==> src/rtl/core/mmcf_pkg.sv <==
// ----------------------------------------------------------------------------
// mmcf_pkg
// Shared types and codes for the multicycle MIPS control unit: state codes,
// strobe bit positions, opcodes, funct codes, datapath select codes.
// ----------------------------------------------------------------------------
package mmcf_pkg;

    localparam int INSTR_W = 32;
    localparam int STATE_W = 4;
    localparam int OUT_W   = 64;

    // control states
    localparam logic [STATE_W-1:0] ST_BUFF   = 4'd0;
    localparam logic [STATE_W-1:0] ST_FETCH  = 4'd1;
    localparam logic [STATE_W-1:0] ST_DECODE = 4'd2;
    localparam logic [STATE_W-1:0] ST_LW1    = 4'd3;
    localparam logic [STATE_W-1:0] ST_LW2    = 4'd4;
    localparam logic [STATE_W-1:0] ST_SW     = 4'd5;
    localparam logic [STATE_W-1:0] ST_ALU1   = 4'd6;
    localparam logic [STATE_W-1:0] ST_ALU2   = 4'd7;
    localparam logic [STATE_W-1:0] ST_MULT2  = 4'd8;
    localparam logic [STATE_W-1:0] ST_IMM1   = 4'd9;
    localparam logic [STATE_W-1:0] ST_IMM2   = 4'd10;
    localparam logic [STATE_W-1:0] ST_BR     = 4'd11;
    localparam logic [STATE_W-1:0] ST_JMP    = 4'd12;
    localparam logic [STATE_W-1:0] ST_HALT   = 4'd13;
    localparam logic [STATE_W-1:0] ST_ERR    = 4'd14;

    // strobe bit positions
    localparam int SB_PCCOND = 0;
    localparam int SB_PCWR   = 1;
    localparam int SB_MEMRD  = 2;
    localparam int SB_MEMWR  = 3;
    localparam int SB_REGWR  = 4;
    localparam int SB_LOWR   = 5;
    localparam int SB_IRWR   = 6;
    localparam int SB_RD     = 7;

    // opcodes
    localparam logic [5:0] OP_RTYPE = 6'h00;
    localparam logic [5:0] OP_J     = 6'h02;
    localparam logic [5:0] OP_LW    = 6'h23;
    localparam logic [5:0] OP_SW    = 6'h2b;
    localparam logic [5:0] OP_STOP  = 6'h3f;

    // immediate sub-opcodes (low three opcode bits)
    localparam logic [2:0] IMM_ADD = 3'd0;
    localparam logic [2:0] IMM_SLT = 3'd2;
    localparam logic [2:0] IMM_AND = 3'd4;
    localparam logic [2:0] IMM_OR  = 3'd5;
    localparam logic [2:0] IMM_LUI = 3'd7;

    // funct codes
    localparam logic [5:0] FN_SLL  = 6'h00;
    localparam logic [5:0] FN_SRL  = 6'h02;
    localparam logic [5:0] FN_SRA  = 6'h03;
    localparam logic [5:0] FN_SLLV = 6'h04;
    localparam logic [5:0] FN_SRLV = 6'h06;
    localparam logic [5:0] FN_SRAV = 6'h07;
    localparam logic [5:0] FN_MFLO = 6'h12;
    localparam logic [5:0] FN_MULT = 6'h18;
    localparam logic [5:0] FN_ADD  = 6'h20;
    localparam logic [5:0] FN_SUB  = 6'h22;
    localparam logic [5:0] FN_AND  = 6'h24;
    localparam logic [5:0] FN_OR   = 6'h25;
    localparam logic [5:0] FN_XOR  = 6'h26;
    localparam logic [5:0] FN_SLT  = 6'h2A;

    // ALU operations
    localparam logic [4:0] ALU_ADD  = 5'd0;
    localparam logic [4:0] ALU_SUB  = 5'd1;
    localparam logic [4:0] ALU_XOR  = 5'd2;
    localparam logic [4:0] ALU_AND  = 5'd6;
    localparam logic [4:0] ALU_OR   = 5'd14;
    localparam logic [4:0] ALU_MULT = 5'd16;

    // ALU B select
    localparam logic [2:0] BSEL_REG   = 3'd0;
    localparam logic [2:0] BSEL_FOUR  = 3'd1;
    localparam logic [2:0] BSEL_SIMM  = 3'd2;
    localparam logic [2:0] BSEL_SHIMM = 3'd3;
    localparam logic [2:0] BSEL_ZIMM  = 3'd4;

    // PC source
    localparam logic [1:0] PCSRC_ALU = 2'd0;
    localparam logic [1:0] PCSRC_BR  = 2'd1;
    localparam logic [1:0] PCSRC_J   = 2'd2;

    // memory address source
    localparam logic [1:0] ADDR_PC    = 2'd0;
    localparam logic [1:0] ADDR_ALU   = 2'd1;
    localparam logic [1:0] ADDR_OTHER = 2'd2;

    // shift amount source
    localparam logic [1:0] SHSEL_NONE  = 2'd0;
    localparam logic [1:0] SHSEL_REG   = 2'd2;
    localparam logic [1:0] SHSEL_SHAMT = 2'd3;

    // writeback select
    localparam logic [2:0] WB_MEM   = 3'd0;
    localparam logic [2:0] WB_ALU   = 3'd1;
    localparam logic [2:0] WB_LO    = 3'd2;
    localparam logic [2:0] WB_SHIFT = 3'd3;
    localparam logic [2:0] WB_SLT   = 3'd4;
    localparam logic [2:0] WB_LUI   = 3'd5;

    // status
    localparam logic [1:0] STAT_RUN  = 2'd0;
    localparam logic [1:0] STAT_HALT = 2'd1;
    localparam logic [1:0] STAT_ERR  = 2'd2;

    typedef struct packed {
        logic [1:0] status;
        logic       shift_arith;
        logic       shift_right;
        logic [1:0] shift_amount_sel;
        logic [4:0] alu_op;
        logic [1:0] addr_source;
        logic [2:0] alu_b_sel;
        logic       alu_a_sel;
        logic [1:0] pc_source;
        logic [7:0] strobes;
    } t_ctrl;

endpackage

==> src/rtl/core/mmcf_decode.sv <==
// ----------------------------------------------------------------------------
// mmcf_decode
// Combinational control decode: datapath controls, next state and the
// writeback select for the current state and latched instruction.
// ----------------------------------------------------------------------------
module mmcf_decode
    import mmcf_pkg::*;
(
    input  logic [STATE_W-1:0] i_state,
    input  logic [INSTR_W-1:0] i_ir,
    output t_ctrl              o_ctrl,
    output logic [STATE_W-1:0] o_next_state,
    output logic [2:0]         o_wbsel
);

    logic [5:0] op;
    logic [5:0] fn;

    assign op = i_ir[31:26];
    assign fn = i_ir[5:0];

    always_comb begin
        o_ctrl       = '0;
        o_wbsel      = WB_MEM;
        o_next_state = ST_FETCH;
        case (i_state)
            ST_FETCH: begin
                o_ctrl.strobes[SB_IRWR] = 1'b1;
                o_ctrl.strobes[SB_PCWR] = 1'b1;
                o_ctrl.alu_b_sel        = BSEL_FOUR;
                o_next_state            = ST_DECODE;
            end
            ST_DECODE: begin
                o_ctrl.alu_b_sel = BSEL_SHIMM;
                if (op == OP_LW)                  o_next_state = ST_LW1;
                else if (op == OP_SW)             o_next_state = ST_SW;
                else if (op == OP_RTYPE)          o_next_state = ST_ALU1;
                else if (op[5:3] == 3'b001)       o_next_state = ST_IMM1;
                else if (op[5:2] == 4'b0001)      o_next_state = ST_BR;
                else if (op == OP_J)              o_next_state = ST_JMP;
                else if (op == OP_STOP)           o_next_state = ST_HALT;
                else                              o_next_state = ST_ERR;
            end
            ST_LW1: begin
                o_ctrl.strobes[SB_MEMRD] = 1'b1;
                o_ctrl.alu_a_sel         = 1'b1;
                o_ctrl.addr_source       = ADDR_ALU;
                o_ctrl.alu_b_sel         = BSEL_SIMM;
                o_next_state             = ST_LW2;
            end
            ST_LW2: begin
                o_ctrl.strobes[SB_MEMRD] = 1'b1;
                o_ctrl.strobes[SB_REGWR] = 1'b1;
            end
            ST_SW: begin
                o_ctrl.strobes[SB_MEMWR] = 1'b1;
                o_ctrl.alu_a_sel         = 1'b1;
                o_ctrl.addr_source       = ADDR_ALU;
                o_ctrl.alu_b_sel         = BSEL_SIMM;
                o_next_state             = ST_BUFF;
            end
            ST_ALU1: begin
                o_ctrl.alu_a_sel = 1'b1;
                o_ctrl.alu_op    = ALU_OR;
                o_wbsel          = WB_ALU;
                o_next_state     = ST_ALU2;
                case (fn)
                    FN_ADD:  o_ctrl.alu_op = ALU_ADD;
                    FN_SUB:  o_ctrl.alu_op = ALU_SUB;
                    FN_AND:  o_ctrl.alu_op = ALU_AND;
                    FN_OR:   o_ctrl.alu_op = ALU_OR;
                    FN_XOR:  o_ctrl.alu_op = ALU_XOR;
                    FN_SLT: begin
                        o_ctrl.alu_op = ALU_SUB;
                        o_wbsel       = WB_SLT;
                    end
                    FN_MULT: begin
                        o_ctrl.alu_op = ALU_MULT;
                        o_next_state  = ST_MULT2;
                    end
                    FN_SLL: begin
                        o_ctrl.shift_amount_sel = SHSEL_SHAMT;
                        o_wbsel                 = WB_SHIFT;
                    end
                    FN_SLLV: begin
                        o_ctrl.shift_amount_sel = SHSEL_REG;
                        o_wbsel                 = WB_SHIFT;
                    end
                    FN_SRL: begin
                        o_ctrl.shift_right      = 1'b1;
                        o_ctrl.shift_amount_sel = SHSEL_SHAMT;
                        o_wbsel                 = WB_SHIFT;
                    end
                    FN_SRLV: begin
                        o_ctrl.shift_right      = 1'b1;
                        o_ctrl.shift_amount_sel = SHSEL_REG;
                        o_wbsel                 = WB_SHIFT;
                    end
                    FN_SRA: begin
                        o_ctrl.shift_right      = 1'b1;
                        o_ctrl.shift_arith      = 1'b1;
                        o_ctrl.shift_amount_sel = SHSEL_SHAMT;
                        o_wbsel                 = WB_SHIFT;
                    end
                    FN_SRAV: begin
                        o_ctrl.shift_right      = 1'b1;
                        o_ctrl.shift_arith      = 1'b1;
                        o_ctrl.shift_amount_sel = SHSEL_REG;
                        o_wbsel                 = WB_SHIFT;
                    end
                    FN_MFLO: o_wbsel = WB_LO;
                    // unknown funct: skip writeback
                    default: o_next_state = ST_BUFF;
                endcase
            end
            ST_ALU2: begin
                o_ctrl.strobes[SB_MEMRD] = 1'b1;
                o_ctrl.strobes[SB_REGWR] = 1'b1;
                o_ctrl.strobes[SB_RD]    = 1'b1;
            end
            ST_MULT2: begin
                o_ctrl.strobes[SB_MEMRD] = 1'b1;
                o_ctrl.strobes[SB_LOWR]  = 1'b1;
                o_ctrl.alu_op            = ALU_MULT;
                o_next_state             = ST_BUFF;
            end
            ST_IMM1: begin
                o_ctrl.alu_a_sel = 1'b1;
                o_ctrl.alu_b_sel = BSEL_SIMM;
                o_wbsel          = WB_ALU;
                o_next_state     = ST_IMM2;
                case (op[2:0])
                    IMM_ADD: o_ctrl.alu_op = ALU_ADD;
                    IMM_SLT: begin
                        o_ctrl.alu_op = ALU_SUB;
                        o_wbsel       = WB_SLT;
                    end
                    IMM_AND: begin
                        o_ctrl.alu_op    = ALU_AND;
                        o_ctrl.alu_b_sel = BSEL_ZIMM;
                    end
                    IMM_OR: begin
                        o_ctrl.alu_op    = ALU_OR;
                        o_ctrl.alu_b_sel = BSEL_ZIMM;
                    end
                    IMM_LUI: begin
                        o_ctrl.alu_op = ALU_OR;
                        o_wbsel       = WB_LUI;
                    end
                    default: begin
                        o_ctrl.alu_op = ALU_OR;
                        o_next_state  = ST_BUFF;
                    end
                endcase
            end
            ST_IMM2: begin
                o_ctrl.strobes[SB_MEMRD] = 1'b1;
                o_ctrl.strobes[SB_REGWR] = 1'b1;
            end
            ST_BR: begin
                o_ctrl.strobes[SB_MEMRD]  = 1'b1;
                o_ctrl.strobes[SB_PCCOND] = 1'b1;
                o_ctrl.alu_a_sel          = 1'b1;
                o_ctrl.addr_source        = ADDR_OTHER;
                o_ctrl.pc_source          = PCSRC_BR;
                o_ctrl.alu_op             = ALU_SUB;
            end
            ST_JMP: begin
                o_ctrl.strobes[SB_MEMRD] = 1'b1;
                o_ctrl.strobes[SB_PCWR]  = 1'b1;
                o_ctrl.addr_source       = ADDR_OTHER;
                o_ctrl.pc_source         = PCSRC_J;
            end
            ST_HALT: begin
                o_ctrl.status = STAT_HALT;
                o_next_state  = ST_HALT;
            end
            ST_ERR: begin
                o_ctrl.status = STAT_ERR;
                o_next_state  = ST_ERR;
            end
            // buffer fetch, and the unused code
            default: begin
                o_ctrl.strobes[SB_MEMRD] = 1'b1;
                o_ctrl.alu_b_sel         = BSEL_FOUR;
            end
        endcase
    end

endmodule

==> src/rtl/core/mmcf_skid.sv <==
// ----------------------------------------------------------------------------
// mmcf_skid
// Output register with a skid slot: the upstream side keeps moving while a
// result waits on a stalled downstream.
// ----------------------------------------------------------------------------
module mmcf_skid
    import mmcf_pkg::*;
(
    input  logic             i_clk,
    input  logic             i_rst_n,
    input  logic             i_valid,
    output logic             o_ready,
    input  logic [OUT_W-1:0] i_data,
    output logic             o_valid,
    input  logic             i_ready,
    output logic [OUT_W-1:0] o_data
);

    logic             r_main_valid;
    logic             r_skid_valid;
    logic [OUT_W-1:0] r_main;
    logic [OUT_W-1:0] r_skid;

    assign o_ready = !r_skid_valid;
    assign o_valid = r_main_valid;
    assign o_data  = r_main;

    always_ff @(posedge i_clk) begin
        if (!i_rst_n) begin
            r_main_valid <= 1'b0;
            r_skid_valid <= 1'b0;
        end else if (!r_main_valid || i_ready) begin
            if (r_skid_valid) begin
                r_main_valid <= 1'b1;
                r_skid_valid <= 1'b0;
            end else begin
                r_main_valid <= i_valid;
            end
        end else if (i_valid && !r_skid_valid) begin
            r_skid_valid <= 1'b1;
        end
    end

    always_ff @(posedge i_clk) begin
        if (!r_main_valid || i_ready) begin
            if (r_skid_valid) r_main <= r_skid;
            else if (i_valid) r_main <= i_data;
        end else if (i_valid && !r_skid_valid) begin
            r_skid <= i_data;
        end
    end

    a_skid_needs_main: assert property (@(posedge i_clk) disable iff (!i_rst_n)
        r_skid_valid |-> r_main_valid)
        else $error("skid slot holds data while output register is empty");

    a_skid_drains: assert property (@(posedge i_clk) disable iff (!i_rst_n)
        (r_skid_valid && i_ready) |=> (!r_skid_valid && r_main_valid))
        else $error("skid slot did not drain into output register");

endmodule

==> src/rtl/core/mips_multicycle_control_fsm_top.sv <==
// ----------------------------------------------------------------------------
// mips_multicycle_control_fsm_top
// Multicycle MIPS control unit on stream ports: one input transaction is one
// processor clock tick, one output transaction carries the controls of it.
// ----------------------------------------------------------------------------
// Each accepted input transaction advances the control state by one tick and
// yields exactly one output transaction with the controls driven during that
// tick, the instruction register and the registered writeback select. Decode
// is combinational with a registered output, so one transaction can be
// taken every clock while the skid slot is empty; a two-deep output stage
// lets the input side keep going for one extra item while the output stalls.
// The halted and illegal-opcode states hold until reset.
module mips_multicycle_control_fsm_top
    import mmcf_pkg::*;
(
    input  logic        i_clk,
    input  logic        i_rst_n,
    input  logic        s_axis_tvalid,
    output logic        s_axis_tready,
    input  logic [31:0] s_axis_tdata,   // [31:0] instruction_bus
    output logic        m_axis_tvalid,
    input  logic        m_axis_tready,
    // [31:0] instr_reg, [39:32] strobes, [41:40] pc_source, [42] alu_a_sel,
    // [45:43] alu_b_sel, [47:46] addr_source, [52:48] alu_op,
    // [54:53] shift_amount_sel, [55] shift_right, [56] shift_arith,
    // [59:57] reg_data_sel, [61:60] status, [63:62] zero
    output logic [63:0] m_axis_tdata
);

    logic [STATE_W-1:0] r_state;
    logic [STATE_W-1:0] n_state;
    logic [INSTR_W-1:0] r_ir;
    logic [2:0]         r_wbsel;
    logic [2:0]         n_wbsel;
    t_ctrl              ctrl;
    logic               in_acc;
    logic [OUT_W-1:0]   out_item;

    mmcf_decode u_decode (
        .i_state      (r_state),
        .i_ir         (r_ir),
        .o_ctrl       (ctrl),
        .o_next_state (n_state),
        .o_wbsel      (n_wbsel)
    );

    assign in_acc = s_axis_tvalid && s_axis_tready;

    assign out_item = {2'b00, ctrl.status, r_wbsel, ctrl.shift_arith, ctrl.shift_right,
                       ctrl.shift_amount_sel, ctrl.alu_op, ctrl.addr_source,
                       ctrl.alu_b_sel, ctrl.alu_a_sel, ctrl.pc_source, ctrl.strobes,
                       r_ir};

    // advance one tick per accepted transaction
    always_ff @(posedge i_clk) begin
        if (!i_rst_n) begin
            r_state <= ST_BUFF;
            r_ir    <= '0;
            r_wbsel <= WB_MEM;
        end else if (in_acc) begin
            if (r_state == ST_FETCH) r_ir <= s_axis_tdata;
            r_state <= n_state;
            r_wbsel <= n_wbsel;
        end
    end

    mmcf_skid u_skid (
        .i_clk   (i_clk),
        .i_rst_n (i_rst_n),
        .i_valid (s_axis_tvalid),
        .o_ready (s_axis_tready),
        .i_data  (out_item),
        .o_valid (m_axis_tvalid),
        .i_ready (m_axis_tready),
        .o_data  (m_axis_tdata)
    );

    a_halt_holds: assert property (@(posedge i_clk) disable iff (!i_rst_n)
        (r_state == ST_HALT || r_state == ST_ERR) |=> $stable(r_state))
        else $error("halted or error state left without reset");

    a_ir_loads_in_fetch: assert property (@(posedge i_clk) disable iff (!i_rst_n)
        !(in_acc && r_state == ST_FETCH) |=> $stable(r_ir))
        else $error("instruction register changed outside fetch");

    a_state_holds_idle: assert property (@(posedge i_clk) disable iff (!i_rst_n)
        !in_acc |=> ($stable(r_state) && $stable(r_wbsel)))
        else $error("control state moved without an input transaction");

endmodule
==> config.mk <==
export PLATFORM = sky130hd
export DESIGN_NAME = mips_multicycle_control_fsm_top
export DESIGN_NICKNAME = d
export VERILOG_FILES = /design/src/rtl/core/mmcf_pkg.sv /design/src/rtl/core/mmcf_decode.sv /design/src/rtl/core/mmcf_skid.sv /design/src/rtl/core/mips_multicycle_control_fsm_top.sv
export SDC_FILE = /design/constraint.sdc
export NUM_CORES = 1
export LEC_CHECK = 0
export ABC_AREA = 1
export ABC_CLOCK_PERIOD_IN_PS = 4620
export BUFFER_PORTS_ARGS = -buffer_cell sky130_fd_sc_hd__buf_2
export CORE_UTILIZATION = 50
export CTS_CLUSTER_SIZE = 14
export DETAILED_ROUTE_END_ITERATION = 6
export PLACE_DENSITY_LB_ADDON = 0.1
export RECOVER_POWER = 25
export SETUP_SLACK_MARGIN = 0.05
export SYNTH_ARGS = -nofsm -noshare
export SYNTH_HDL_FRONTEND = slang
export SYNTH_SLANG_ARGS = --single-unit
==> constraint.sdc <==
create_clock -name i_clk -period 4.62 [get_ports i_clk]
set_input_delay 0.462 -clock i_clk [delete_from_list [all_inputs] [get_ports i_clk]]
set_output_delay 0.462 -clock i_clk [all_outputs]
set_load 0.005 [all_outputs]
After elaboration in Yosys (flattened, before gate mapping)
Index checks and enable logic that the tools add are counted.

Register bits: 165. Bits of input ports: 36. Output and inout port bits: 66.

Equal/unequal tests: 37. Mux-type cells: 37. Bitwise gates (word level): 2. Reductions and logical operators: 29.

Operators with widths (count): $mux W62 (2); $eq A6 B6 Y1 const B (9); $pmux W4 S8 (1); $eq A4 B4 Y1 const B (7); $mux W4 (7); $pmux W5 S5 (1); $pmux W5 S4 (1); $eq A6 B2 Y1 const B (3); $eq A6 B3 Y1 const B (3); $eq A4 B3 Y1 const B (4); $pmux W2 S2 (4); $reduce_or A2 Y1 (8); $reduce_or A13 Y1 (1); $eq A6 B5 Y1 const B (2); $logic_not A6 Y1 (2); $mux W1 (12); $pmux W3 S2 (2); $pmux W3 S4 (1); $pmux W4 S3 (1); $reduce_or A5 Y1 (2); $eq A3 B3 Y1 const B (3); $pmux W3 S3 (1); $reduce_or A3 Y1 (3); $reduce_or A9 Y1 (1); other kinds (17) (24).

Depth between registers and ports, before layout
Gate-level depths: netlist of run 1.

Depth after elaboration: 9. Depth in mapped cells: 11. Gate-level depth less buffers: 11.

Cells and area by module
From an unflattened synthesis of run 1, not the netlist that was laid out.

Cells, all modules: 812. Area, all modules: 7453.4 sq um.

By module, submodules not included: mmcf_skid (times used 1, cells an instance 347, area an instance 4765.8 sq um, seq. area each 3883.7 sq um); mips_multicycle_control_fsm_top (times used 1, cells an instance 306, area an instance 1903.1 sq um, seq. area each 780.7 sq um); mmcf_decode (times used 1, cells an instance 159, area an instance 784.5 sq um, seq. area each 0.0 sq um).

Least setup slack after synthesis of run 1
OpenSTA, ideal clock, no wires.

Path kind: input port to flip-flop. Start: input port s_axis_tvalid. End: register u_skid.r_skid[0], enable pin. Library setup time: 480 ps. Data arrival time: 3428 ps. Data required time: 4140 ps. Path slack: 711 ps. Cell stages on the path: 4. Buffers on the path: 0. Path through: inv_1 > nor2_4 > inv_1 > nor2_1.

Longest elaborated chain between the ends: 2.

RTL lines: from (decl) (line mips_multicycle_control_fsm_top.sv:18) `input logic s_axis_tvalid,`; $logic_and A1 B1 Y1 (line mmcf_skid.sv:48) `end else if (i_valid && !r_skid_valid) begin`; $reduce_and A2 Y1 (no source line); to (signal assigned) (line mmcf_skid.sv:49) `r_skid <= i_data;`; to (decl) (line mmcf_skid.sv:22) `logic [OUT_W-1:0] r_skid;`.

Every way passes these cells. A chain may end at the register's enable or synchronous reset.

Worst setup path in the final report of run 1
Start: register u_skid.r_skid_valid. End: output port s_axis_tready.

Longest elaborated chain between the ends: 1.

RTL lines: from (decl) (line mmcf_skid.sv:20) `logic r_skid_valid;`; from (signal assigned) (line mmcf_skid.sv:31) `r_skid_valid <= 1'b0;`; from (signal assigned) (line mmcf_skid.sv:35) `r_skid_valid <= 1'b0;`; from (signal assigned) (line mmcf_skid.sv:40) `r_skid_valid <= 1'b1;`; $logic_not A1 Y1 (line mmcf_skid.sv:24) `assign o_ready = !r_skid_valid;`; to (decl) (line mips_multicycle_control_fsm_top.sv:19) `output logic s_axis_tready,`.

Every way passes these cells.

==> summary.txt, run 1 <==
Run status
  • Outcome: complete, no violations

STA
  • Fin crit period: 3.10 ns
  • Final hold vios: 0
  • Slew @ Worst Pin: 0.943 ns
  • Setup Viol. Count Final: 0
  • Setup TNS Final: 0 ns
  • Final Max Tran Viols: 0
  • Worst Skew: 0.00636 ns
  • RSZ-0062 raised after global routing: false
  • Fin crit share: 0.671
  • Rel. slew slack: 0.370
  • Fmax: around 320 MHz

Placement
  • DP Cell Count: 856
  • Detailed placement HPWL: between 8 and 9 mm
  • Input/output buffers: 99
  • GPL Wtd Cong: 0.878

Setup path
  • Critical path arrival: roughly 2.6 ns
  • Worst path slowest cell: clkinv_1
  • Critical path class: register to primary output
  • Data required time of the worst path: 4.16 ns
  • Worst setup startpoint: u_skid.r_skid_valid
  • R2r startpoint: u_skid.r_skid_valid
  • Worst path cell trace: buf_4 > clkinv_1 > buf_2
  • Worst path max stage delay: 0.82 ns
  • Register-to-Register Path Depth: 4
  • CP endpoint kind: primary output
  • Type of origin of the critical path: register
  • Critical-path maximum fanout: 99

Floorplan
  • Core area: 12700 um^2
  • Number of I/O pins: 102
  • Die footprint: 13500 um^2
  • DIE HEIGHT: 116 um
  • Die Width: 116 um
  • Initial Util: 0.514
  • Row count: between 40 and 50

Yosys
  • Synth cell types: 31
  • Synth top area cells: edfxtp_1 56%, dfxtp_1 13%, nand2_1 7.8%
  • Synthesis Warnings: 0
  • Seq/Total Area, Yosys: 0.689
  • Syn_area_per_cell: 10.7 um^2
  • Cell taking the most area after synthesis: edfxtp_1
  • Syn Std Cell Area: 6510 um^2
  • Synth Register Bits: 163
  • Mapped Cells: 606
  • Top cell type's share of synthesized area: 0.563

Cells and area
  • # fillers: 1089
  • Register area: 4490 um^2
  • Layout Area Growth over Synthesis: 18.3%
  • Commonest non-fill, non-tap cell in the layout: nand2_1
  • Commonest cells after routing, fill and taps aside: 138 x nand2_1, 122 x edfxtp_1, 79 x o21ai_0, 75 x buf_2, 56 x inv_1
  • Diode count: 0
  • Non-Filler Instances: 888
  • Area used by multi-input combinational logic: 1670 um^2
  • Layout cell share with drive strength beyond 1: 0.177
  • Final-stage net count: 739

Clock tree
  • Max Root-Sink Buffers: 2
  • Resized cells post-CTS: 0
  • # clock sinks: around 160
  • CTS tree: done
  • Clock-pin slew on the worst setup and hold paths: approximately 0.060 ns
  • Setup bufs post-CTS: 0
  • Post-cts hold buffer count: 0
  • Worst-Skew Late Latency: 0.42 ns
  • CTS buffer count: 17
  • Clock root cell: clkbuf_16
  • # H-tree levels: 4

Route
  • Antenna Nets Post-Route: 0
  • Routed vias: 4535
  • Routed wire per std cell: 14.5 um
  • DRC: 0
  • Total wire length: about 13 mm
  • DR vias/cell: 5.11
  • First-pass iteration count of the detailed router: 5
  • DRT iter0 DRCs: 343

Global routing
  • Total grt overflow: 0
  • Largest net degree at the start of global routing: 100
  • First-pass GRT wire length: about 21 mm
  • GRT Resource Usage Total: 0.205
  • Initial antenna violation count: 0
  • Number of global-route vias before repair: 4265

Pwr
  • Power Dens Cells: 440 nW/um^2
  • Worst vdd ir: about 240 uV
  • Power, Total: approximately 0.0034 W
  • LEAKAGE: 3.01 nW

Hold path
  • WHS Path Cells: 3
  • Worst min-delay path class: input pin to register
  • HP Start: s_axis_tdata[18]

Job
  • Number of max-cap violations: 0
==> worst max-delay path: cells and delay by family (launching register included) <==
family	cells	cell delay (ns)
buf+inv	3	1.85
flops	1	0.35
==> Yosys cell counts <==
cell and number:
buf_4 3, nand4_1 4, nor4_1 1, nor2_2 5, buf_1 1, nor2_1 43
nor2_4 4, buf_2 8, a21oi_2 1, nand2_1 136, o21ai_1 4, nor3_1 4
clkbuf_1 13, or2_4 1, clkinv_1 1, conb_1 1, dfxtp_1 41, a221oi_2 1
nor3b_1 1, a31oi_1 4, inv_1 53, edfxtp_1 122, nand2_4 3, a21boi_2 1
o211ai_2 1, o21ai_0 79, nand3_1 21, inv_2 5, o211ai_1 3, a21oi_1 40
nor2_8 1
==> metrics by stage <==
| step | util | hold WS [ns] | setup WS (ns) | cell area (um^2) |
|---|---|---|---|---|
| floorplan | - | 0.408 | 0.711 | 6510 |
| global placement | 0.564 | 0.409 | 1.71 | 7150 |
| detailed placement | 0.564 | 0.414 | 1.62 | 7150 |
| CTS | 0.613 | 0.305 | 1.47 | 7770 |
| global route | 0.608 | 0.321 | 1.23 | 7700 |
| finish | 0.608 | 0.317 | 1.52 | 7700 |
==> power breakdown <==
part | internal (W) | switching (W) | leakage (nW)
logic | 0.0000813 | 0.000157 | 1.19
clock network | 0.000871 | 0.000574 | 0.305
registers | 0.00167 | 0.0000361 | 1.52
==> routing by layer <==
layer  wire length, um  GRT usage  up-vias
met2              6020      0.326      126
li1                  -          -     2258
met1              6000      0.274     2132
met3               598     0.0472       19
met5                 0          0        -
met4               236     0.0855        0
==> state kept, by name, indices dropped and copies added (netlist names) <==
signal               count
r_state                  4
r_wbsel                  3
r_ir                    32
u_skid.o_valid           1
u_skid.r_skid           61
u_skid.o_data           61
u_skid.r_skid_valid      1
==> logic make-up (layout without fill, tap and decap cells) <==
kind of cell	count (synthesis)	after routing	share of synthesized area
flip-flops	163	163	0.689
other	1	2	0.000576
AND/OR/NAND/NOR	224	224	0.150
AO/OA/AOI/OAI	134	134	0.109
buffers and inverters	84	193	0.0517
==> path summary, 6_finish.rpt <==
kind                      end  slack (ns)
max reg2reg  u_skid.o_data[8]        1.69
max             s_axis_tready        1.52
min                  r_ir[18]        0.32
min reg2reg  u_skid.r_skid[9]        0.42
==> cell type report <==
type / count / share of cell area
Multi-Input combinational cell: 360 / 0.217
Inverter: 59 / 0.0288
Clock inverter: 12 / 0.0182
Clock buffer: 20 / 0.0622
Tap cell: 172 / 0.0279
Sequential cell: 163 / 0.583
Timing Repair Buffer: 102 / 0.0634
Note: power is estimated with default switching activity, not from simulation.
==> inputs of run 2 (changes only) <==
ABC_CLOCK_PERIOD_IN_PS = 2500   (was 4620)
clock period = 2.5 ns   (was 4.62 ns; I/O delays follow)
==> run 2 against run 1 <==
  * Non-clock buffer count grew 5
  * Global-route usage grew 0.44 points
  * Final cell count grew 0.56%
  * Count of clock-buffer cells in the layout grew 3
  * First-iteration DRC count shrank 2.0%
  * Sequential cell count is the same
  * Combinational power grew 88%
  * Hold slack lost 0.22 ns
  * Register-to-register slack lost 1.3 ns
  * Critical path type is now register to register
==> summary.txt, run 2 (same netlist as run 1, synthesis figures left out) <==
Pwr
  • Power, Total: 0.00604 W
  • LEAKAGE: 3.04 nW
  • Worst vdd ir: 378 uV
  • Net Sw Frac: 0.231
  • Power Dens Cells: 783 nW/um^2
  • Clock share of power: 0.404
  • P_int: 0.00465 W
  • Net Sw Power: 0.00139 W
  • Seq pwr share: 0.521
  • Logic pwr share: 0.074

Cells and area
  • Final core occ: 0.609
  • Non-Filler Instances: a little under 900
  • Diode count: 0
  • Final-stage net count: 744
  • Commonest non-fill, non-tap cell in the layout: nand2_1
  • Layout cell share with drive strength beyond 1: 0.194
  • Layout Area Growth over Synthesis: 18.5%
  • # fillers: ~1100
  • Commonest cells after routing, fill and taps aside: 137 x nand2_1, 122 x edfxtp_1, 79 x o21ai_0, 78 x buf_2, 54 x inv_1

Clock tree
  • Resized cells post-CTS: 0
  • Max Root-Sink Buffers: 2
  • CTS tree: done
  • Clock-pin slew on the worst setup and hold paths: 0.06 ns
  • # clock sinks: 163
  • Clock root cell: clkbuf_16
  • Worst-Skew Late Latency: roughly 0.42 ns
  • # H-tree levels: 4
  • Setup bufs post-CTS: 0
  • Post-cts hold buffer count: 0
  • CTS buffer count: 17

Route
  • DRC: 0
  • Total wire length: 12.9 mm
  • Antenna Nets Post-Route: 0
  • DRT iter0 DRCs: 336
  • First-pass iteration count of the detailed router: 5
  • Routed vias: 4566
  • Routed wire per std cell: ~14 um
  • DR vias/cell: approximately 5.1

Floorplan
  • Initial Util: 0.514
  • DIE HEIGHT: 116 um
  • Die Width: 116 um
  • Die footprint: 13500 um^2
  • Row count: 41
  • Number of I/O pins: 102
  • Core area: roughly 13000 um^2

STA
  • RSZ-0062 raised after global routing: false
  • Fin crit period: 2.09 ns
  • Fmax: about 480 MHz
  • Slew @ Worst Pin: 0.627 ns
  • Worst Skew: 0.00549 ns
  • Final Max Tran Viols: 0
  • Rel. slew slack: 0.582
  • Hold Slack: 0.0999 ns
  • Setup TNS Final: 0 ns
  • Final hold vios: 0
  • Setup Viol. Count Final: 0
  • Fin crit share: 0.838

Setup path
  • Type of origin of the critical path: register
  • CP endpoint kind: register
  • Critical-path maximum fanout: 6
  • Critical path class: register to register
  • Data required time of the worst path: 2.68 ns
  • Critical path arrival: approximately 2.3 ns

Global routing
  • GRT Resource Usage Total: 0.210
  • Largest net degree at the start of global routing: 65
  • Initial antenna violation count: 0
  • Total grt overflow: 0
  • First-pass GRT wire length: roughly 21 mm
  • Number of global-route vias before repair: 4369

Hold path
  • Worst min-delay path class: input pin to register

Placement
  • DP Cell Count: 861
  • Detailed placement HPWL: 8.75 mm
  • GPL Wtd Cong: between 0.9 and 1
  • Input/output buffers: 99

Run status
  • Outcome: complete, no violations

Job
  • Number of max-cap violations: 0
run 2: changes by cell type in the layout (fill, tap and decap cells not counted), moves of 3 or more:
| cell | change |
|---|---|
| buf_2 | +3 |
| clkbuf_1 | -3 |
| buf_4 | +5 |
| clkinvlp_4 | +3 |
| clkbuf_8 | +5 |
run 2: worst paths after layout:
check / start / to / slack (ns) / depth (start not counted)
max: r_state[3] / u_skid.o_data[44] / 0.41 / 6
min: s_axis_tdata[18] / r_ir[18] / 0.1 / 3
max reg2reg: r_state[3] / u_skid.o_data[44] / 0.41 / 6
min reg2reg: r_ir[8] / u_skid.r_skid[8] / 0.43 / 0
run 2: area by class of cell:
| type | instances | area (um^2) | area share |
|---|---|---|---|
| multi-input cells | 360 | 1700 | 0.220 |
| clock inverters | 9 | 70.1 | 0.00908 |
| flip-flops and latches | 163 | 4490 | 0.581 |
| repair buffers | 107 | 529 | 0.0686 |
| clock buffers | 23 | 498 | 0.0645 |
| inverters | 59 | 221 | 0.0287 |
| well taps | 172 | 215 | 0.0279 |
run 2: power groups by stage:
stage	clock network, W	registers (W)	logic, W
CTS	0.00247	0.00315	0.000459
finish	0.00244	0.00315	0.000447
global route	0.00260	0.00316	0.000509
global placement	0	0.00320	0.000447
floorplan	0	0.00320	0.000270
detailed placement	0	0.00321	0.000456
run 2: per-layer routing:
layer / track usage / wire [um]
met1: 0.272 / 5950
met2: 0.324 / 5820
met3: 0.0545 / 759
met4: 0.115 / 383
met5: 0 / 0
run 2: per-stage QoR:
stage | worst slack (ns) | instance area (um^2)
finish | 0.406 | 7720
CTS | 0.415 | 7750
global placement | 0.672 | 7190
floorplan | 0.304 | 6530
detailed placement | 0.612 | 7190
global route | 0.290 | 7720
run 2: worst max-delay path: stages (launching register included):
cell     delay, ns
dfxtp_1       0.42
or2_0         0.46
nor2_1        0.19
nor2_1        0.41
nand3_1       0.21
nand2_1       0.11
nand2_1       0.05
